File: src/rtl/vmmio_pkg.sv
package vmmio_pkg;

   localparam int NUM_QUEUES_DEFAULT = 8;

   typedef enum logic [1:0] {
      OP_READ  = 2'd0,
      OP_WRITE = 2'd1,
      OP_RAISE = 2'd2,
      OP_NONE  = 2'd3
   } op_type;

   typedef enum logic [2:0] {
      CSR_LEGACY_MODE    = 3'd0,
      CSR_DEVICE_ID      = 3'd1,
      CSR_DEV_FEAT_LOW   = 3'd2,
      CSR_DEV_FEAT_HIGH  = 3'd3,
      CSR_QUEUE_SIZE_MAX = 3'd4
   } csr_index_type;

   localparam logic [31:0] MMIO_MAGIC     = 32'h7472_6976;
   localparam logic [31:0] VERSION_LEGACY = 32'd1;
   localparam logic [31:0] VERSION_MODERN = 32'd2;

   // status byte bit that the driver sets once features are agreed
   localparam int STATUS_FEATURES_OK = 3;

   localparam logic [8:0] OFF_MAGIC          = 9'h000;
   localparam logic [8:0] OFF_VERSION        = 9'h004;
   localparam logic [8:0] OFF_DEVICE_ID      = 9'h008;
   localparam logic [8:0] OFF_VENDOR_ID      = 9'h00c;
   localparam logic [8:0] OFF_DEV_FEAT       = 9'h010;
   localparam logic [8:0] OFF_DEV_FEAT_SEL   = 9'h014;
   localparam logic [8:0] OFF_DRV_FEAT       = 9'h020;
   localparam logic [8:0] OFF_DRV_FEAT_SEL   = 9'h024;
   localparam logic [8:0] OFF_GUEST_PAGE_SZ  = 9'h028;
   localparam logic [8:0] OFF_QUEUE_SEL      = 9'h030;
   localparam logic [8:0] OFF_QUEUE_NUM_MAX  = 9'h034;
   localparam logic [8:0] OFF_QUEUE_NUM      = 9'h038;
   localparam logic [8:0] OFF_QUEUE_ALIGN    = 9'h03c;
   localparam logic [8:0] OFF_QUEUE_PFN      = 9'h040;
   localparam logic [8:0] OFF_QUEUE_READY    = 9'h044;
   localparam logic [8:0] OFF_QUEUE_NOTIFY   = 9'h050;
   localparam logic [8:0] OFF_INT_STATUS     = 9'h060;
   localparam logic [8:0] OFF_INT_ACK        = 9'h064;
   localparam logic [8:0] OFF_STATUS         = 9'h070;
   localparam logic [8:0] OFF_DESC_LOW       = 9'h080;
   localparam logic [8:0] OFF_DESC_HIGH      = 9'h084;
   localparam logic [8:0] OFF_AVAIL_LOW      = 9'h090;
   localparam logic [8:0] OFF_AVAIL_HIGH     = 9'h094;
   localparam logic [8:0] OFF_USED_LOW       = 9'h0a0;
   localparam logic [8:0] OFF_USED_HIGH      = 9'h0a4;
   localparam logic [8:0] OFF_CONFIG_GEN     = 9'h0fc;

   // per-queue entry held in the queue RAM
   typedef struct packed {
      logic        ready;
      logic [31:0] pfn;
   } qentry_type;

   localparam int QENTRY_WIDTH = $bits(qentry_type);

endpackage

File: src/rtl/virtio_mmio_register_file_top.sv
// Device side of a virtio-mmio register window (version 1 legacy or version 2 modern layout,
// chosen by csr legacy_mode). Each request beat is one 32-bit register read, one register
// write, a device event raising interrupt status bits, or a no-op; each produces exactly one response
// beat carrying read data, the interrupt line after the access and an unmapped-access flag.
// A request is captured in an input register and resolved from there into the response
// register, so one beat is taken every cycle while the response side is free; the
// response register stalls the input register only when a response is held back.
// Per-queue page frame and ready bit live in a small RAM (one entry per queue, registered
// read) that always has the currently selected queue's entry on its read port; per-queue
// valid flip-flops make a status write of zero clear every queue at once, without a sweep.
// Queue size, ring addresses, alignment and guest page size are decoded and acknowledged but
// not retained, since nothing in this block reads them back. The user must write configuration
// through the csr port only while no beat is in flight; the block itself does not enforce it.
module virtio_mmio_register_file_top #(
   parameter int NUM_QUEUES = vmmio_pkg::NUM_QUEUES_DEFAULT
) (
   input  logic        clock,
   input  logic        reset,

   input  logic        csr_wr_en,
   input  logic [2:0]  csr_index,
   input  logic [31:0] csr_wr_data,

   input  logic        req_valid,
   output logic        req_stall,
   input  logic [1:0]  req_op,
   input  logic [8:0]  req_reg_offset,
   input  logic [31:0] req_write_data,
   input  logic [1:0]  req_raise_bits,

   output logic        rsp_valid,
   input  logic        rsp_stall,
   output logic [31:0] rsp_read_data,
   output logic        rsp_irq_line,
   output logic        rsp_bad_access
);

   import vmmio_pkg::*;

   localparam int QW = (NUM_QUEUES > 1) ? $clog2(NUM_QUEUES) : 1;

   // configuration registers
   logic        legacy_ff;
   logic [31:0] device_id_ff;
   logic [31:0] dev_feat_low_ff;
   logic [31:0] dev_feat_high_ff;
   logic [15:0] queue_max_ff;

   // input register
   logic        s1_valid_ff, s1_valid_in;
   logic [1:0]  s1_op_ff;
   logic [8:0]  s1_off_ff;
   logic [31:0] s1_data_ff;
   logic [1:0]  s1_raise_ff;

   // response register
   logic        rsp_valid_ff, rsp_valid_in;
   logic [31:0] rsp_data_ff, rsp_data_in;
   logic        rsp_irq_ff, rsp_irq_in;
   logic        rsp_bad_ff, rsp_bad_in;

   // transport state
   logic [7:0]            status_ff, status_in;
   logic                  dev_page_ff, dev_page_in;
   logic                  drv_page_ff, drv_page_in;
   logic [31:0]           drv_feat_ff [2];
   logic [31:0]           drv_feat_in [2];
   logic [15:0]           sel_ff, sel_in;
   logic [1:0]            irq_ff, irq_in;
   logic [NUM_QUEUES-1:0] qvalid_ff, qvalid_in;

   // selected-queue view: hold covers a just-written or just-cleared entry
   logic       hold_ff, hold_in;
   qentry_type hold_data_ff, hold_data_in;
   logic       rvalid_ff, rvalid_in;

   logic [QENTRY_WIDTH-1:0] ram_rdata;
   logic                    ram_we;
   qentry_type              ram_wdata;

   logic       adv2;
   logic       s1_fire;
   logic       req_accept;
   logic       leg;
   logic       qv;
   logic [QW-1:0] qidx;
   qentry_type cur;
   logic       mapped;
   logic       feat_ok;
   logic [7:0] new_status;
   logic       clear_all;
   logic [31:0] rd_val;

   // ---------------------------------------------------------------- handshake
   assign adv2       = !rsp_valid_ff || !rsp_stall;
   assign s1_fire    = s1_valid_ff && adv2;
   assign req_stall  = s1_valid_ff && !adv2;
   assign req_accept = req_valid && !req_stall;

   always_comb begin
      if (req_accept) begin
         s1_valid_in = 1'b1;
      end else if (adv2) begin
         s1_valid_in = 1'b0;
      end else begin
         s1_valid_in = s1_valid_ff;
      end
      rsp_valid_in = adv2 ? s1_valid_ff : rsp_valid_ff;
   end

   // ---------------------------------------------------------------- access logic
   assign leg  = legacy_ff;
   assign qv   = sel_ff < 16'(NUM_QUEUES);
   assign qidx = sel_ff[QW-1:0];
   assign cur  = hold_ff ? hold_data_ff
                         : (rvalid_ff ? qentry_type'(ram_rdata) : qentry_type'('0));

   assign feat_ok = ((drv_feat_ff[0] & ~dev_feat_low_ff) == 32'd0) &&
                    ((drv_feat_ff[1] & ~dev_feat_high_ff) == 32'd0) &&
                    (leg || drv_feat_ff[1][0]);

   always_comb begin
      status_in      = status_ff;
      dev_page_in    = dev_page_ff;
      drv_page_in    = drv_page_ff;
      drv_feat_in[0] = drv_feat_ff[0];
      drv_feat_in[1] = drv_feat_ff[1];
      sel_in         = sel_ff;
      irq_in         = irq_ff;
      qvalid_in      = qvalid_ff;
      hold_in        = hold_ff;
      hold_data_in   = hold_data_ff;
      ram_we         = 1'b0;
      ram_wdata      = cur;
      mapped         = 1'b1;
      rd_val         = 32'd0;
      clear_all      = 1'b0;
      new_status     = s1_data_ff[7:0];
      rsp_data_in    = 32'd0;
      rsp_bad_in     = 1'b0;

      if (s1_fire) begin
         if (s1_op_ff == OP_READ || s1_op_ff == OP_WRITE) begin
            if (s1_off_ff[1:0] != 2'd0) begin
               mapped = 1'b0;
            end else if (s1_off_ff[8]) begin
               // device config space: reads zero, writes ignored
               mapped = 1'b1;
            end else if (s1_op_ff == OP_READ) begin
               unique case (s1_off_ff)
                  OFF_MAGIC:         rd_val = MMIO_MAGIC;
                  OFF_VERSION:       rd_val = leg ? VERSION_LEGACY : VERSION_MODERN;
                  OFF_DEVICE_ID:     rd_val = device_id_ff;
                  OFF_DEV_FEAT:      rd_val = dev_page_ff ? dev_feat_high_ff : dev_feat_low_ff;
                  OFF_VENDOR_ID, OFF_DEV_FEAT_SEL, OFF_DRV_FEAT, OFF_DRV_FEAT_SEL,
                  OFF_QUEUE_SEL, OFF_QUEUE_NUM, OFF_QUEUE_NOTIFY, OFF_INT_ACK: begin
                     rd_val = 32'd0;
                  end
                  OFF_QUEUE_NUM_MAX: rd_val = qv ? {16'd0, queue_max_ff} : 32'd0;
                  OFF_INT_STATUS:    rd_val = {30'd0, irq_ff};
                  OFF_STATUS:        rd_val = {24'd0, status_ff};
                  OFF_GUEST_PAGE_SZ, OFF_QUEUE_ALIGN: mapped = leg;
                  OFF_QUEUE_PFN: begin
                     mapped = leg;
                     if (leg && qv) begin
                        rd_val = cur.pfn;
                     end
                  end
                  OFF_QUEUE_READY: begin
                     mapped = !leg;
                     if (!leg && qv) begin
                        rd_val = {31'd0, cur.ready};
                     end
                  end
                  OFF_DESC_LOW, OFF_DESC_HIGH, OFF_AVAIL_LOW, OFF_AVAIL_HIGH,
                  OFF_USED_LOW, OFF_USED_HIGH, OFF_CONFIG_GEN: begin
                     mapped = !leg;
                  end
                  default: mapped = 1'b0;
               endcase
            end else begin
               unique case (s1_off_ff)
                  OFF_MAGIC, OFF_VERSION, OFF_DEVICE_ID, OFF_VENDOR_ID, OFF_DEV_FEAT,
                  OFF_QUEUE_NUM_MAX, OFF_QUEUE_NUM, OFF_QUEUE_NOTIFY, OFF_INT_STATUS: begin
                     mapped = 1'b1;
                  end
                  OFF_DEV_FEAT_SEL: dev_page_in = s1_data_ff[0];
                  OFF_DRV_FEAT:     drv_feat_in[drv_page_ff] = s1_data_ff;
                  OFF_DRV_FEAT_SEL: drv_page_in = s1_data_ff[0];
                  OFF_QUEUE_SEL: begin
                     sel_in  = s1_data_ff[15:0];
                     hold_in = 1'b0;
                  end
                  OFF_INT_ACK: irq_in = irq_ff & ~s1_data_ff[1:0];
                  OFF_STATUS: begin
                     if (new_status == 8'd0) begin
                        clear_all = 1'b1;
                     end else begin
                        if (!feat_ok) begin
                           new_status[STATUS_FEATURES_OK] = 1'b0;
                        end
                        status_in = new_status;
                     end
                  end
                  OFF_GUEST_PAGE_SZ, OFF_QUEUE_ALIGN: mapped = leg;
                  OFF_QUEUE_PFN: begin
                     mapped = leg;
                     if (leg && qv) begin
                        ram_we        = 1'b1;
                        ram_wdata.pfn = s1_data_ff;
                     end
                  end
                  OFF_QUEUE_READY: begin
                     mapped = !leg;
                     if (!leg && qv) begin
                        ram_we          = 1'b1;
                        ram_wdata.ready = s1_data_ff[0];
                     end
                  end
                  OFF_DESC_LOW, OFF_DESC_HIGH, OFF_AVAIL_LOW, OFF_AVAIL_HIGH,
                  OFF_USED_LOW, OFF_USED_HIGH, OFF_CONFIG_GEN: begin
                     mapped = !leg;
                  end
                  default: mapped = 1'b0;
               endcase
            end
            rsp_bad_in  = !mapped;
            rsp_data_in = (s1_op_ff == OP_READ && mapped) ? rd_val : 32'd0;
         end else if (s1_op_ff == OP_RAISE) begin
            irq_in = irq_ff | s1_raise_ff;
         end

         if (ram_we) begin
            qvalid_in[qidx] = 1'b1;
            hold_in         = 1'b1;
            hold_data_in    = ram_wdata;
         end

         if (clear_all) begin
            status_in      = 8'd0;
            dev_page_in    = 1'b0;
            drv_page_in    = 1'b0;
            drv_feat_in[0] = 32'd0;
            drv_feat_in[1] = 32'd0;
            sel_in         = 16'd0;
            irq_in         = 2'd0;
            qvalid_in      = '0;
            hold_in        = 1'b1;
            hold_data_in   = '0;
         end
      end

      rsp_irq_in = irq_in != 2'd0;
      rvalid_in  = (sel_in < 16'(NUM_QUEUES)) && qvalid_ff[sel_in[QW-1:0]];
   end

   vmmio_ram #(
      .DATA_WIDTH (QENTRY_WIDTH),
      .DEPTH      (NUM_QUEUES),
      .ADDR_WIDTH (QW)
   ) u_queue_ram (
      .clock   (clock),
      .wr_en   (ram_we),
      .wr_addr (qidx),
      .wr_data (ram_wdata),
      .rd_addr (sel_in[QW-1:0]),
      .rd_data (ram_rdata)
   );

   // ---------------------------------------------------------------- registers
   always_ff @(posedge clock) begin
      if (reset) begin
         legacy_ff        <= 1'b0;
         device_id_ff     <= 32'd0;
         dev_feat_low_ff  <= 32'd0;
         dev_feat_high_ff <= 32'd1;
         queue_max_ff     <= 16'd128;
      end else if (csr_wr_en) begin
         unique case (csr_index)
            CSR_LEGACY_MODE:    legacy_ff        <= csr_wr_data[0];
            CSR_DEVICE_ID:      device_id_ff     <= csr_wr_data;
            CSR_DEV_FEAT_LOW:   dev_feat_low_ff  <= csr_wr_data;
            CSR_DEV_FEAT_HIGH:  dev_feat_high_ff <= csr_wr_data;
            CSR_QUEUE_SIZE_MAX: queue_max_ff     <= csr_wr_data[15:0];
            default:            ;
         endcase
      end
   end

   always_ff @(posedge clock) begin
      if (reset) begin
         s1_valid_ff    <= 1'b0;
         rsp_valid_ff   <= 1'b0;
         status_ff      <= 8'd0;
         dev_page_ff    <= 1'b0;
         drv_page_ff    <= 1'b0;
         drv_feat_ff[0] <= 32'd0;
         drv_feat_ff[1] <= 32'd0;
         sel_ff         <= 16'd0;
         irq_ff         <= 2'd0;
         qvalid_ff      <= '0;
         hold_ff        <= 1'b1;
         hold_data_ff   <= '0;
         rvalid_ff      <= 1'b0;
      end else begin
         s1_valid_ff    <= s1_valid_in;
         rsp_valid_ff   <= rsp_valid_in;
         status_ff      <= status_in;
         dev_page_ff    <= dev_page_in;
         drv_page_ff    <= drv_page_in;
         drv_feat_ff[0] <= drv_feat_in[0];
         drv_feat_ff[1] <= drv_feat_in[1];
         sel_ff         <= sel_in;
         irq_ff         <= irq_in;
         qvalid_ff      <= qvalid_in;
         hold_ff        <= hold_in;
         hold_data_ff   <= hold_data_in;
         rvalid_ff      <= rvalid_in;
      end
   end

   always_ff @(posedge clock) begin
      if (req_accept) begin
         s1_op_ff    <= req_op;
         s1_off_ff   <= req_reg_offset;
         s1_data_ff  <= req_write_data;
         s1_raise_ff <= req_raise_bits;
      end
      if (s1_fire) begin
         rsp_data_ff <= rsp_data_in;
         rsp_irq_ff  <= rsp_irq_in;
         rsp_bad_ff  <= rsp_bad_in;
      end
   end

   assign rsp_valid      = rsp_valid_ff;
   assign rsp_read_data  = rsp_data_ff;
   assign rsp_irq_line   = rsp_irq_ff;
   assign rsp_bad_access = rsp_bad_ff;

`ifndef SYNTHESIS
   a_bad_reads_zero: assert property (@(posedge clock) disable iff (reset)
      rsp_valid_ff && rsp_bad_ff |-> rsp_data_ff == 32'd0)
      else $error("unmapped access returned nonzero data");

   a_stall_only_when_full: assert property (@(posedge clock) disable iff (reset)
      req_stall |-> rsp_valid_ff && rsp_stall)
      else $error("request stalled while response register free");

   a_irq_line_tracks_state: assert property (@(posedge clock) disable iff (reset)
      rsp_valid_ff |-> rsp_irq_ff == (irq_ff != 2'd0))
      else $error("held irq line disagrees with interrupt status");

   a_status_zero_clears: assert property (@(posedge clock) disable iff (reset)
      s1_fire && s1_op_ff == OP_WRITE && s1_off_ff == OFF_STATUS &&
      s1_data_ff[7:0] == 8'd0
      |=> sel_ff == 16'd0 && irq_ff == 2'd0 && qvalid_ff == '0 && status_ff == 8'd0)
      else $error("status write of zero did not clear transport state");
`endif

endmodule

File: src/rtl/vmmio_ram.sv
module vmmio_ram #(
   parameter int DATA_WIDTH = 33,
   parameter int DEPTH      = 8,
   parameter int ADDR_WIDTH = (DEPTH > 1) ? $clog2(DEPTH) : 1
) (
   input  logic                  clock,
   input  logic                  wr_en,
   input  logic [ADDR_WIDTH-1:0] wr_addr,
   input  logic [DATA_WIDTH-1:0] wr_data,
   input  logic [ADDR_WIDTH-1:0] rd_addr,
   output logic [DATA_WIDTH-1:0] rd_data
);

   logic [DATA_WIDTH-1:0] mem_ff [DEPTH];
   logic [DATA_WIDTH-1:0] rd_data_ff;

   always_ff @(posedge clock) begin
      if (wr_en) begin
         mem_ff[wr_addr] <= wr_data;
      end
      rd_data_ff <= mem_ff[rd_addr];
   end

   assign rd_data = rd_data_ff;

endmodule

File: config.mk
export PLATFORM = sky130hd
export DESIGN_NAME = virtio_mmio_register_file_top
export DESIGN_NICKNAME = d
export VERILOG_FILES = /design/src/rtl/vmmio_pkg.sv /design/src/rtl/virtio_mmio_register_file_top.sv /design/src/rtl/vmmio_ram.sv
export SDC_FILE = /design/constraint.sdc
export NUM_CORES = 1
export LEC_CHECK = 0
export BUFFER_PORTS_ARGS = -buffer_cell sky130_fd_sc_hd__buf_2
export CAP_MARGIN = 20
export CORE_MARGIN = 4
export CORE_UTILIZATION = 35
export CTS_BUF_LIST = sky130_fd_sc_hd__clkbuf_16
export DETAILED_ROUTE_END_ITERATION = 7
export REMOVE_ABC_BUFFERS = 1
export SETUP_SLACK_MARGIN = 0.02
export SLEW_MARGIN = 10
export SYNTH_ARGS = -nofsm -noshare
export SYNTH_HDL_FRONTEND = slang
export SYNTH_SLANG_ARGS = --single-unit
export TNS_END_PERCENT = 10
File: constraint.sdc
create_clock -name clock -period 5.21 [get_ports clock]
set_input_delay 0.7815 -clock clock [delete_from_list [all_inputs] [get_ports clock]]
set_output_delay 0.7815 -clock clock [all_outputs]
set_load 0.05 [all_outputs]
==> results_dict.tcl <==
set metrics [dict create \
    status "finished clean" \
    min_period_over_period_pct 72.59 \
    ctsHoldBuffers 0 \
    yosysWarnings 0 \
    ant_nets 0 \
    cts.path.max_buffers 3 \
    final_weighted_congestion_in_routability_driven_placement 0.8607 \
    timing.final.setup_violations 0 \
    finish.net_count 2545 \
    detail_route.wirelength_um 78000 \
    detailroute.via_count 19020 \
    hp-class "in -> reg" \
    final_standard_cell_count_with_taps_included_and_fillers_excluded 3456 \
    wl_per_cell_um 22.57 \
    worst_pin_slew_ps 1143 \
    final.setup.worst_slack_ps 1428 \
    post_synth_inst_count 2399 \
    criticalPathCategory "reg -> reg" \
    maxSlewViolCount 0 \
    drc_errors 0 \
    cts_tree "built" \
    synth.largest_area_cell "edfxtp_1" \
    rows 97 \
    synth-edff-count 343 \
    maxCapViolations 0 \
    number_of_drc_markers_in_iteration_0 2205 \
    power.total_mw 10.13 \
    ios 121 \
    cts_resized 0 \
    synth_top_area_share_pct 41.07 \
    drt-pass1-iter-count 6 \
    worst_path_arrival_ps 3990 \
    cp_max_fo 40 \
    count_of_buffers_inserted_at_the_top_level_ports 120 \
    yosys.cell_count.top_type "nand2_1" \
    dpl.cell_count 3332 \
    dp.final_hpwl_um 48010 \
    cellPowerDensity_mw_per_mm2 352.6 \
    grt_pass1_wl_um 115300 \
    post_synth_most_frequent_cells "nand2_1, edfxtp_1, dfxtp_1" \
    postSynthAreaPerCell_um2 10.45 \
    cts.clk_slew.worst_paths_ps 60 \
    worst_slew_margin_rel_pct 23.59 \
    timing.final.hold_violations 0 \
    floorplan.die.width_um 275.7 \
    crit_path_end_kind "flop" \
    cp-start-kind "flop" \
    netlist_top_cells_area "edfxtp_1, dfxtp_1, nand2_1" \
    layout-drive-gt1-share_pct 11.97 \
    htree_num_levels 3 \
    layout_min_cycle_time_ps 3782 \
    timing_limited_maximum_frequency_ghz 0.2644 \
    cellLeakagePower_nw 9.941 \
    grt-ovfl-total 0 \
    grt_setup_unrepaired "false" \
    critPathRequiredTime_ps 5420 \
    filler_instances 6665 \
    initial_utilization_pct 35.56 \
    insertion_delay_ps 610 \
    fin_skew_ps 29.51 \
    grtUsageTotal_pct 20.10 \
    grt_max_degree 172 \
    core_region_area_mm2 0.07051 \
    route.detailed.vias_per_inst 5.503 \
    cts.sinks 626 \
    syn2layout_area_growth_pct 14.53 \
    async_reset_ff_share_pct 0 \
    synth-seq-cells 626 \
    die_h_um 275.7 \
    netlist_area_mm2 0.02508 \
    die-area_mm2 0.07600 \
    sequential_cell_area_fraction_in_the_yosys_report_pct 63.66 \
    post-cts-setup-buffers 0 \
    tritoncts.num_buffers 66 \
    antenna_violations_before_repair 3 \
    synth_top_flop_cell "edfxtp_1" \
    peakVddDrop_uv 233.3 \
    placement.setup.worst_slack_ps 1538 \
    clock_tree.root_cell "clkbuf_16" \
    ys_types 63 \
    vias_in_the_first_global_route 18180 \
]
==> path summary, 6_finish.rpt <==
path / start / endpoint / slack (ps) / cells after the start
worst min register to register: device_id_ff[5] / device_id_ff[5] / 450 / 2
worst min-delay path: req_write_data[24] / s1_data_ff[24] / 350 / 1
worst max-delay path: s1_off_ff[8] / u_queue_ram.mem_ff[0][26] / 1430 / 8
worst max register to register: s1_off_ff[8] / u_queue_ram.mem_ff[0][26] / 1430 / 8
==> through the flow <==
stage          instance area (um^2)  hold WS [ps]  utilization (%)  TNS (ps)
5_1_grt                       28720         333.1            40.72         0
2_1_floorplan                 24380         425.8                -  -1185840
3_5_place_dp                  26620         448.5            37.75         0
4_1_cts                       28720         321.5            40.72         0
3_3_place_gp                  26620         441.5            37.75         0
6_report                      28720         348.5            40.73         0
==> registers in the layout, indices dropped and copies added, names as in the netlist, 8 cells and up <==
register / cells
queue_max_ff: 16
u_queue_ram.rd_data: 33
sel_ff: 16
s1_data_ff: 32
device_id_ff: 32
status_ff: 8
u_queue_ram.mem_ff: 264
hold_data_ff: 33
dev_feat_high_ff: 32
s1_off_ff: 9
dev_feat_low_ff: 32
rsp_read_data: 32
drv_feat_ff: 64
qvalid_ff: 8
==> cells by family after synthesis <==
family	synth area share, %
AO/OA/AOI/OAI	12.75
flip-flops	63.66
multiplexers	3.802
XOR/XNOR	0.03493
buffers and inverters	3.797
AND/OR/NAND/NOR	15.92
adder cells (fa/ha/maj)	0.03992
==> cells in the final DEF (no fill, tap or decap), drive strengths merged, types with 6 or more instances in the layout <==
master,n
nand2,511
edfxtp,343
dfxtp,283
a21oi,231
nor2,203
buf,162
nand3,108
a22oi,95
inv,94
mux2i,84
clkbuf,68
o21ai,50
and3,39
a32oi,33
a221oi,24
clkinv,23
o22ai,18
nor3,16
nor4,12
o21a,10
mux2,10
a211oi,9
o221a,8
nand2b,7
nand4,7
nor2b,6
==> layout make-up <==
cell class                      instances  area (um^2)  share of cell area (%)
Sequential cell                       626        15970                   55.59
Multi-Input combinational cell       1536         8260                   28.76
Clock buffer                           68         1702                   5.925
Tap cell                              940         1176                   4.095
Timing Repair Buffer                  162        959.7                   3.341
Clock inverter                         54        396.6                   1.381
Inverter                               68        255.2                  0.8887
Antenna cell                            2        5.005                 0.01743
==> power breakdown <==
part,internal (mW),total (mW),switching [mW]
sequential,5.22,5.30,0.0789
clock,2.63,4.57,1.94
combinational,0.0686,0.260,0.191
total,7.92,10.1,2.21
==> critical path, cell delays in order (launching register included) <==
cell,delay [ps]
edfxtp_1,470
or3_1,550
nor3_1,320
or4b_2,930
buf_4,400
nor2_1,190
a21oi_1,80
nand2_1,100
o21ai_0,300
==> per-layer routing <==
layer  up-vias  part of all wire (%)  routed length, um  track usage [%]
li1       8646                     -                  -                -
met1      9324                    41              32250            26.87
met2       896                    46              36000            32.19
met3       151                   9.3               7254            3.999
met4         2                   3.2               2470            8.045
met5         -                 0.021                 16                0
(Power assumes the default switching activity.)
